==> config.mk <==
export PLATFORM = sky130hd
export DESIGN_NAME = yuyv_to_rgb24_scaled_unit
export DESIGN_NICKNAME = d
export VERILOG_FILES = /design/src/hdl/yuyv_pkg.sv /design/src/hdl/yuyv_chroma_mul.sv /design/src/hdl/yuyv_pix_sum.sv /design/src/hdl/yuyv_clamp_scale.sv /design/src/hdl/yuyv_to_rgb24_scaled_unit.sv
export SDC_FILE = /design/constraint.sdc
export NUM_CORES = 1
export LEC_CHECK = 0
export BUFFER_PORTS_ARGS = -buffer_cell sky130_fd_sc_hd__buf_4
export CORE_MARGIN = 1.5
export CORE_UTILIZATION = 50
export CTS_CLUSTER_SIZE = 16
export DETAILED_ROUTE_END_ITERATION = 6
export GPL_ROUTABILITY_DRIVEN = 0
export PLACE_DENSITY = 0.72
export SLEW_MARGIN = 10
export SYNTH_ARGS = -nofsm -noshare
export SYNTH_HDL_FRONTEND = slang
export SYNTH_SLANG_ARGS = --single-unit
export TNS_END_PERCENT = 5
==> constraint.sdc <==
create_clock -name i_clk -period 7.4 [get_ports i_clk]
set_input_delay 2.22 -clock i_clk [delete_from_list [all_inputs] [get_ports i_clk]]
set_output_delay 2.22 -clock i_clk [all_outputs]
set_load 0.1 [all_outputs]
==> src/hdl/yuyv_pkg.sv <==
// Shared types and constants for the YUYV to scaled RGB24 converter.
package yuyv_pkg;

    localparam int FRAC_BITS = 16;
    localparam int PROD_W    = 25;
    localparam int SUM_W     = 26;
    localparam int PIX_W     = 8;
    localparam int SCALE_W   = 2 * PIX_W;

    localparam logic signed [PROD_W-1:0] COEF_RV = PROD_W'(89831);
    localparam logic signed [PROD_W-1:0] COEF_GV = PROD_W'(45744);
    localparam logic signed [PROD_W-1:0] COEF_GU = PROD_W'(22127);
    localparam logic signed [PROD_W-1:0] COEF_BU = PROD_W'(113538);

    localparam logic [PIX_W-1:0] PIX_MAX   = 8'd255;
    localparam logic [PIX_W-1:0] SCALE_MUL = 8'd220;

    typedef logic signed [PROD_W-1:0] t_prod;
    typedef logic signed [SUM_W-1:0]  t_sum;

    typedef struct packed {
        t_prod rv;
        t_prod gv;
        t_prod gu;
        t_prod bu;
    } t_chroma_terms;

    typedef struct packed {
        t_sum r;
        t_sum g;
        t_sum b;
    } t_pix_sums;

endpackage

==> src/hdl/yuyv_chroma_mul.sv <==
// First stage: chroma offset products, luma and flag carried alongside.
module yuyv_chroma_mul (
    input  logic                       i_clk,
    input  logic                       i_rst_n,
    input  logic                       i_valid,
    input  logic [7:0]                 i_luma_first,
    input  logic [7:0]                 i_chroma_blue,
    input  logic [7:0]                 i_luma_second,
    input  logic [7:0]                 i_chroma_red,
    input  logic                       i_frame_end,
    output logic                       o_valid,
    output logic [7:0]                 o_luma_first,
    output logic [7:0]                 o_luma_second,
    output logic                       o_frame_end,
    output yuyv_pkg::t_chroma_terms    o_terms
);
    import yuyv_pkg::*;

    logic signed [7:0]  w_du;
    logic signed [7:0]  w_dv;
    t_prod              w_du_x;
    t_prod              w_dv_x;
    t_chroma_terms      n_terms;
    t_chroma_terms      r_terms;
    logic               r_valid;
    logic [7:0]         r_luma_first;
    logic [7:0]         r_luma_second;
    logic               r_frame_end;

    // chroma minus 128 is the byte with its top bit flipped
    assign w_du   = {~i_chroma_blue[7], i_chroma_blue[6:0]};
    assign w_dv   = {~i_chroma_red[7], i_chroma_red[6:0]};
    assign w_du_x = t_prod'(w_du);
    assign w_dv_x = t_prod'(w_dv);

    always_comb begin
        n_terms.rv = w_dv_x * COEF_RV;
        n_terms.gv = w_dv_x * COEF_GV;
        n_terms.gu = w_du_x * COEF_GU;
        n_terms.bu = w_du_x * COEF_BU;
    end

    always_ff @(posedge i_clk) begin
        if (!i_rst_n) begin
            r_valid <= 1'b0;
        end else begin
            r_valid <= i_valid;
        end
    end

    always_ff @(posedge i_clk) begin
        r_terms       <= n_terms;
        r_luma_first  <= i_luma_first;
        r_luma_second <= i_luma_second;
        r_frame_end   <= i_frame_end;
    end

    assign o_valid       = r_valid;
    assign o_luma_first  = r_luma_first;
    assign o_luma_second = r_luma_second;
    assign o_frame_end   = r_frame_end;
    assign o_terms       = r_terms;

endmodule

==> src/hdl/yuyv_pix_sum.sv <==
// Second stage: per-pixel channel sums of luma and chroma terms.
module yuyv_pix_sum (
    input  logic                       i_clk,
    input  logic [7:0]                 i_luma,
    input  yuyv_pkg::t_chroma_terms    i_terms,
    output yuyv_pkg::t_pix_sums        o_sums
);
    import yuyv_pkg::*;

    t_sum       w_base;
    t_pix_sums  n_sums;
    t_pix_sums  r_sums;

    assign w_base = $signed({2'b00, i_luma, {FRAC_BITS{1'b0}}});

    always_comb begin
        n_sums.r = w_base + t_sum'(i_terms.rv);
        n_sums.g = w_base - t_sum'(i_terms.gv) - t_sum'(i_terms.gu);
        n_sums.b = w_base + t_sum'(i_terms.bu);
    end

    always_ff @(posedge i_clk) begin
        r_sums <= n_sums;
    end

    assign o_sums = r_sums;

endmodule

==> src/hdl/yuyv_clamp_scale.sv <==
// Third stage: clamp one channel sum to 0..255 and scale by 220/256.
module yuyv_clamp_scale (
    input  logic                   i_clk,
    input  yuyv_pkg::t_sum         i_sum,
    output logic [7:0]             o_pix
);
    import yuyv_pkg::*;

    logic [PIX_W-1:0]   w_chan;
    logic [SCALE_W-1:0] w_scaled;
    logic [PIX_W-1:0]   r_pix;

    always_comb begin
        if (i_sum[SUM_W-1]) begin
            w_chan = '0;
        end else if (|i_sum[SUM_W-2:FRAC_BITS+PIX_W]) begin
            w_chan = PIX_MAX;
        end else begin
            w_chan = i_sum[FRAC_BITS+PIX_W-1:FRAC_BITS];
        end
    end

    assign w_scaled = SCALE_W'(w_chan) * SCALE_W'(SCALE_MUL);

    always_ff @(posedge i_clk) begin
        r_pix <= w_scaled[SCALE_W-1:PIX_W];
    end

    assign o_pix = r_pix;

endmodule

==> src/hdl/yuyv_to_rgb24_scaled_unit.sv <==
// Top level: YUYV 4:2:2 word to two scaled RGB24 pixels, three-stage pipeline.
// The valid strobe and frame-end flag travel with the data through the multiply, sum and clamp-scale stage registers.
// Throughput: one request per cycle; the multiply, sum and clamp-scale stages each
// hold one word, so o_busy stays low.
// Reset (synchronous, active low) clears the stage valid bits; data registers are not reset.
module yuyv_to_rgb24_scaled_unit (
    input  logic       i_clk,
    input  logic       i_rst_n,
    input  logic       i_start,
    output logic       o_busy,
    input  logic [7:0] i_luma_first,
    input  logic [7:0] i_chroma_blue,
    input  logic [7:0] i_luma_second,
    input  logic [7:0] i_chroma_red,
    input  logic       i_frame_end,
    output logic       o_valid,
    output logic [7:0] o_red_first,
    output logic [7:0] o_green_first,
    output logic [7:0] o_blue_first,
    output logic [7:0] o_red_second,
    output logic [7:0] o_green_second,
    output logic [7:0] o_blue_second,
    output logic       o_last_of_frame
);
    import yuyv_pkg::*;

    logic           w_accept;
    logic           w_s1_valid;
    logic [7:0]     w_s1_luma_first;
    logic [7:0]     w_s1_luma_second;
    logic           w_s1_frame_end;
    t_chroma_terms  w_s1_terms;
    t_pix_sums      w_s2_first;
    t_pix_sums      w_s2_second;
    logic           r_s2_valid;
    logic           r_s2_frame_end;
    logic           r_s3_valid;
    logic           r_s3_frame_end;

    assign o_busy   = 1'b0;
    assign w_accept = i_start & ~o_busy;

    yuyv_chroma_mul u_mul (
        .i_clk         (i_clk),
        .i_rst_n       (i_rst_n),
        .i_valid       (w_accept),
        .i_luma_first  (i_luma_first),
        .i_chroma_blue (i_chroma_blue),
        .i_luma_second (i_luma_second),
        .i_chroma_red  (i_chroma_red),
        .i_frame_end   (i_frame_end),
        .o_valid       (w_s1_valid),
        .o_luma_first  (w_s1_luma_first),
        .o_luma_second (w_s1_luma_second),
        .o_frame_end   (w_s1_frame_end),
        .o_terms       (w_s1_terms)
    );

    yuyv_pix_sum u_sum_first (
        .i_clk   (i_clk),
        .i_luma  (w_s1_luma_first),
        .i_terms (w_s1_terms),
        .o_sums  (w_s2_first)
    );

    yuyv_pix_sum u_sum_second (
        .i_clk   (i_clk),
        .i_luma  (w_s1_luma_second),
        .i_terms (w_s1_terms),
        .o_sums  (w_s2_second)
    );

    always_ff @(posedge i_clk) begin
        if (!i_rst_n) begin
            r_s2_valid <= 1'b0;
            r_s3_valid <= 1'b0;
        end else begin
            r_s2_valid <= w_s1_valid;
            r_s3_valid <= r_s2_valid;
        end
    end

    always_ff @(posedge i_clk) begin
        r_s2_frame_end <= w_s1_frame_end;
        r_s3_frame_end <= r_s2_frame_end;
    end

    yuyv_clamp_scale u_r0 (.i_clk(i_clk), .i_sum(w_s2_first.r),  .o_pix(o_red_first));
    yuyv_clamp_scale u_g0 (.i_clk(i_clk), .i_sum(w_s2_first.g),  .o_pix(o_green_first));
    yuyv_clamp_scale u_b0 (.i_clk(i_clk), .i_sum(w_s2_first.b),  .o_pix(o_blue_first));
    yuyv_clamp_scale u_r1 (.i_clk(i_clk), .i_sum(w_s2_second.r), .o_pix(o_red_second));
    yuyv_clamp_scale u_g1 (.i_clk(i_clk), .i_sum(w_s2_second.g), .o_pix(o_green_second));
    yuyv_clamp_scale u_b1 (.i_clk(i_clk), .i_sum(w_s2_second.b), .o_pix(o_blue_second));

    assign o_valid         = r_s3_valid;
    assign o_last_of_frame = r_s3_frame_end;

endmodule

==> flow_summary.ini, run 1 <==
[layout]
layout_common_cells = inv_1 (531), ha_1 (432), fa_1 (229), dfxtp_1 (193), nor2_1 (150)
finalNonFillerCells = 2744
antennaDiodeCount = 0
areaGrowthSynthToFinish_pct = 9.30
final_common_cell = inv_1
final_layout_size_suffix_gt1_share_pct = 7.98
fin_nets = 2903

[cts]
cts_tree = yes
cts_resized = 0
clkSinkCount = 193
insertion_delay_ps = 460
clk_pin_slew_worst_paths_ps = 70
cts_made_buffers = 17
cts_buffer_depth = 2
ctsRootBufferMaster = clkbuf_16
postCtsSetupRepairBufs = 0
postCtsHoldBufs = 0
htree_num_levels = 4

[global_route]
grt_pass1_vias = 14600
antenna_found_initial = 0
grt_pass1_wl_um = 67600
gr-total-overflow = 0
track_usage_pct = 20.2
grt_max_degree = 22

[yosys]
synth_compound_area_share_pct = 8.54
synth_cell_types = 56
syn_nets = 2804
ys_seq_area_share_pct = 19.0
synth_edf_count = 0
synth-main-ff-cell = dfxtp_1
synth_top_family_by_area = adder cells
muxShareOfSynthArea_pct = 0.0987
syn-cell-area_mm2 = 0.0203
ys_ff_latch = 193
synthAdderAreaFrac_pct = 49.2
synth_xor_area_share_pct = 4.92
synth.avg_cell_area_um2 = 9.63
ys_warn_count = 0
synth_async_sr_flop_share_pct = 0
synth_cells = 2107
synth-simple-area-share_pct = 8.14

[routing]
post-route-drc-count = 0
wl_per_cell_um = 14.2
ant_nets = 0
drtPass1Iterations = 4
wl_met1_um = 17400
wirelength_um = 39000
topRoutingLayerUsed = met4
wl_met2_um = 19400
viasPerCell = 4.96
drtIter0Drc = 437
met3_length_um = 1160
vias = 13600

[timing]
setup_viol = 0
tightest_slew_ps = 610
slew_viol_final = 0
fin_crit_sh_pct = 89.1
skew_ps = 14.2
slew_headroom_pct = 58.3
hold_violations = 0
rsz0062_at_grt = no
fin_tns_setup_ps = 0
max_freq_mhz = 152
fin_crit_ps = 6600
hold-worst-slack_ps = 334

[run]
max-cap-violations = 0

[setup_path]
endpoint_kind = flip-flop
critPathArrivalTime_ps = 6920
reg2reg_to = u_b0.o_pix[7]
worstSetupPathType = input pin to flip-flop
r2r_cells = 16
reg2reg_slack_ps = 3010
start_kind = input pin
cp_max_fo = 8
r2r_start = u_sum_first.o_sums[24]
critPathRequiredTime_ps = 7720

[floorplanning]
die_height_um = 204
start_util_pct = 50.8
die_w_um = 204
core_mm2 = 0.0399
dieArea_mm2 = 0.0418
num_rows = 73
ios = 87

[hold_path]
min_delay_path_depth = 0
hold_end = o_last_of_frame
min_path_type = flip-flop to flip-flop
min_from = r_s2_frame_end

[placement]
detailed_place_hpwl_um = 34100
io_buffers = 85
dp_cells = 2712

[status]
outcome = completed
Yosys cell counts (all sizes together) (4+ instances only):
master / count / area (µm²)
nand2b: 10 / 62.6
ha: 432 / 5410
nor3b: 5 / 37.5
a21boi: 5 / 37.5
o21bai: 22 / 165
a211oi: 6 / 45.0
a21o: 35 / 263
o41ai: 6 / 67.6
o41a: 6 / 67.6
and2: 6 / 37.5
nor2: 150 / 563
o31ai: 5 / 37.5
or2: 49 / 307
nor3: 45 / 225
o21ai: 22 / 110
clkbuf: 6 / 22.5
xor2: 36 / 315
and3: 7 / 43.8
nor2b: 14 / 87.6
nand2: 30 / 113
o21a: 35 / 263
or3: 4 / 25.0
xnor2: 78 / 683
nand3: 11 / 55.1
a31oi: 6 / 37.5
inv: 531 / 1990
fa: 229 / 4580
a21oi: 85 / 437
dfxtp: 193 / 3860
worst max-delay path by stage:
stage	start	to	slack, ps	cells past startpoint
global placement	i_chroma_blue[1]	u_mul.o_terms[47]	540	18
detailed placement	i_chroma_blue[6]	u_mul.o_terms[48]	340	19
floorplan	i_chroma_blue[7]	u_mul.o_terms[24]	1000	14
CTS	i_chroma_blue[6]	u_mul.o_terms[48]	790	19
global route	i_chroma_blue[6]	u_mul.o_terms[48]	480	19
finish	i_chroma_blue[5]	u_mul.o_terms[48]	800	19
metal layers:
metal / up-vias / global-route usage, %
met3: 59 / 2.54
met1: 6513 / 24.8
met5: - / 0
met2: 194 / 36.5
li1: 6849 / -
met4: 0 / 6.96
flip-flops by register name (all words and copies together), names as in the netlist, 8 cells and up:
register             flops
u_b0.o_pix               8
u_mul.o_luma_second      8
u_sum_first.o_sums      30
u_r1.o_pix               8
u_g1.o_pix               8
u_mul.o_terms           63
u_sum_second.o_sums     30
u_g0.o_pix               8
u_r0.o_pix               8
u_b1.o_pix               8
u_mul.o_luma_first       8
metrics by stage:
step,worst slack [ps],area [µm²],util (%)
after floorplan,1000,20300,-
after global placement,536,21600,54.0
after detailed placement,345,21600,54.0
after CTS,785,22200,55.5
after global routing,478,22200,55.5
final,804,22200,55.5
kinds of logic after synthesis:
logic type	after synthesis
AND/OR/NAND/NOR	343
multiplexers	2
AO/OA/AOI/OAI	254
XOR/XNOR	114
buffers and inverters	539
flip-flops	193
adder cells (fa/ha/maj)	661
other	1
cell type report:
type	count	area, µm²
fill	3464	17700
multi-input combinational	1375	14400
sequential	193	3860
inverter	532	2000
tap	525	657
timing repair buffer	87	653
clock buffer	17	425
clock inverter	15	180
worst max-delay path: stages:
cell,delay [ps]
buf_4,160
inv_1,140
fa_1,500
inv_1,210
fa_1,510
fa_1,560
inv_1,80
fa_1,510
inv_1,40
ha_1,350
nand3_1,100
nand2_1,60
a21oi_1,220
inv_1,90
o21ai_1,190
a21oi_1,120
o41ai_2,340
mux2i_1,130
a2111oi_0,390
Power of run 1 is left out: the tool's default activity adds up to more than one toggle a clock period on the data nets, which glitch-free logic cannot reach.
==> run 2, diff against run 1 <==
- CTS_BUF_LIST: not set -> sky130_fd_sc_hd__clkbuf_8
==> run 2 against run 1 <==
  * Register-to-register slack is essentially flat
  * Sequential cell count stayed put
  * Global-route usage decreased by 0.057 points
  * Critical path depth stayed put
  * Hold slack improved by 6.9 ps
  * Critical path type unchanged
  * Count of clock-buffer cells in the layout is the same
  * Die area stayed put
  * Utilization decreased by 0.48 points
  * Maximum frequency is 0.10% higher
==> flow_summary.ini, run 2 (synthesized netlist as in run 1, its figures left out) <==
[setup_path]
worstSetupPathType = input pin to flip-flop
critical-path-top-delay-family = adder cells
critPathArrivalTime_ps = 6960
cp_max_fo = 8
start_kind = input pin
cp_cell_sequence = buf_4 -> inv_1 -> fa_1 -> inv_1 -> fa_1 -> fa_1 -> inv_1 -> fa_1 -> inv_1 -> ha_1 -> nand3_1 -> nand2_1 -> a21oi_1 -> inv_1 -> o21ai_1 -> a21oi_1 -> o41ai_2 -> mux2i_1 -> a2111oi_0
critPathRequiredTime_ps = 7780
slowest_delay_ps = 570
critPathBufInv = 6
endpoint_kind = flip-flop
reg2reg_slack_ps = 3010
slowest_stage = fa_1
critPathMostFrequentCell = inv_1

[routing]
wl_per_cell_um = 14.2
drtPass1Iterations = 5
drtIter0Drc = 423
post-route-drc-count = 0
vias = 13600
viasPerCell = 4.95
wirelength_um = 38900
ant_nets = 0

[cts]
htree_num_levels = 4
clk_pin_slew_worst_paths_ps = 100
postCtsSetupRepairBufs = 0
cts_made_buffers = 17
clkSinkCount = 193
cts_resized = 0
postCtsHoldBufs = 0
ctsRootBufferMaster = clkbuf_8
cts_tree = yes
insertion_delay_ps = 510
cts_buffer_depth = 2

[floorplanning]
dieArea_mm2 = 0.0418
start_util_pct = 50.8
die_w_um = 204
die_height_um = 204
core_mm2 = 0.0399
num_rows = 73
ios = 87

[timing]
setup_viol = 0
hold_violations = 0
fin_crit_sh_pct = 89.0
max_freq_mhz = 152
rsz0062_at_grt = no
skew_ps = 20.9
tightest_slew_ps = 610
fin_crit_ps = 6590
slew_viol_final = 0
fin_tns_setup_ps = 0
slew_headroom_pct = 58.3

[global_route]
grt_pass1_vias = 14600
antenna_found_initial = 0
gr-total-overflow = 0
track_usage_pct = 20.2
grt_pass1_wl_um = 67600
grt_max_degree = 22

[hold_path]
min_path_type = flip-flop to flip-flop

[status]
outcome = completed

[layout]
finalNonFillerCells = 2744
final_layout_size_suffix_gt1_share_pct = 7.98
ff_latch_area_mm2 = 0.00386
antennaDiodeCount = 0
final_area_mm2 = 0.0220
fin_nets = 2903
areaGrowthSynthToFinish_pct = 8.35
largest_reg_flops = 63
multiInputGateArea_mm2 = 0.0144
final_common_cell = inv_1
layout_common_cells = inv_1 (531), ha_1 (432), fa_1 (229), dfxtp_1 (193), nor2_1 (150)
num-fill-cells = 3497

[placement]
io_buffers = 85
dp_cells = 2712
detailed_place_hpwl_um = 34100
dpl-instance-area_mm2 = 0.0216

[run]
max-cap-violations = 0
==> run 2: area by class of cell <==
type,instances,area share (%)
timing repair buffer,87,2.97
clock inverter,15,0.820
tap,525,2.99
clock buffer,17,1.06
multi-input combinational,1375,65.5
sequential,193,17.6
inverter,532,9.09
==> run 2: stage by stage <==
step                setup slack (ps)  hold slack (ps)  util [%]
floorplan                       1000              310         -
global placement                 536              316      54.0
detailed placement               345              322      54.0
CTS                              854              346      55.1
global route                     543              358      55.1
finish                           811              341      55.1
==> run 2: final timing paths <==
kind / start / end / cells past startpoint
hold reg to reg: r_s2_frame_end / o_last_of_frame / 0
setup / recovery: i_chroma_blue[5] / u_mul.o_terms[48] / 19
hold / removal: r_s2_frame_end / o_last_of_frame / 0
setup reg to reg: u_sum_first.o_sums[24] / u_b0.o_pix[7] / 16
==> run 2: worst reg2reg max path: stages (launching register included) <==
cell	delay [ps]
dfxtp_1	460
nor2_1	70
or2_2	290
inv_1	210
fa_1	450
inv_1	80
fa_1	440
fa_1	550
inv_1	40
ha_1	300
nor2b_1	150
o21a_1	200
o21a_1	200
o21a_1	220
o41a_1	350
a21oi_1	180
xnor2_1	140
==> run 2: routing by layer <==
layer | vias to the layer above | global-route usage, % | part of all wire, %
met3 | 52 | 2.50 | 3.2
met5 | - | 0 | 0
li1 | 6854 | - | -
met2 | 191 | 36.6 | 50
met1 | 6491 | 24.8 | 45
met4 | 0 | 6.09 | 2.2
Power of run 2 is left out for the same reason.
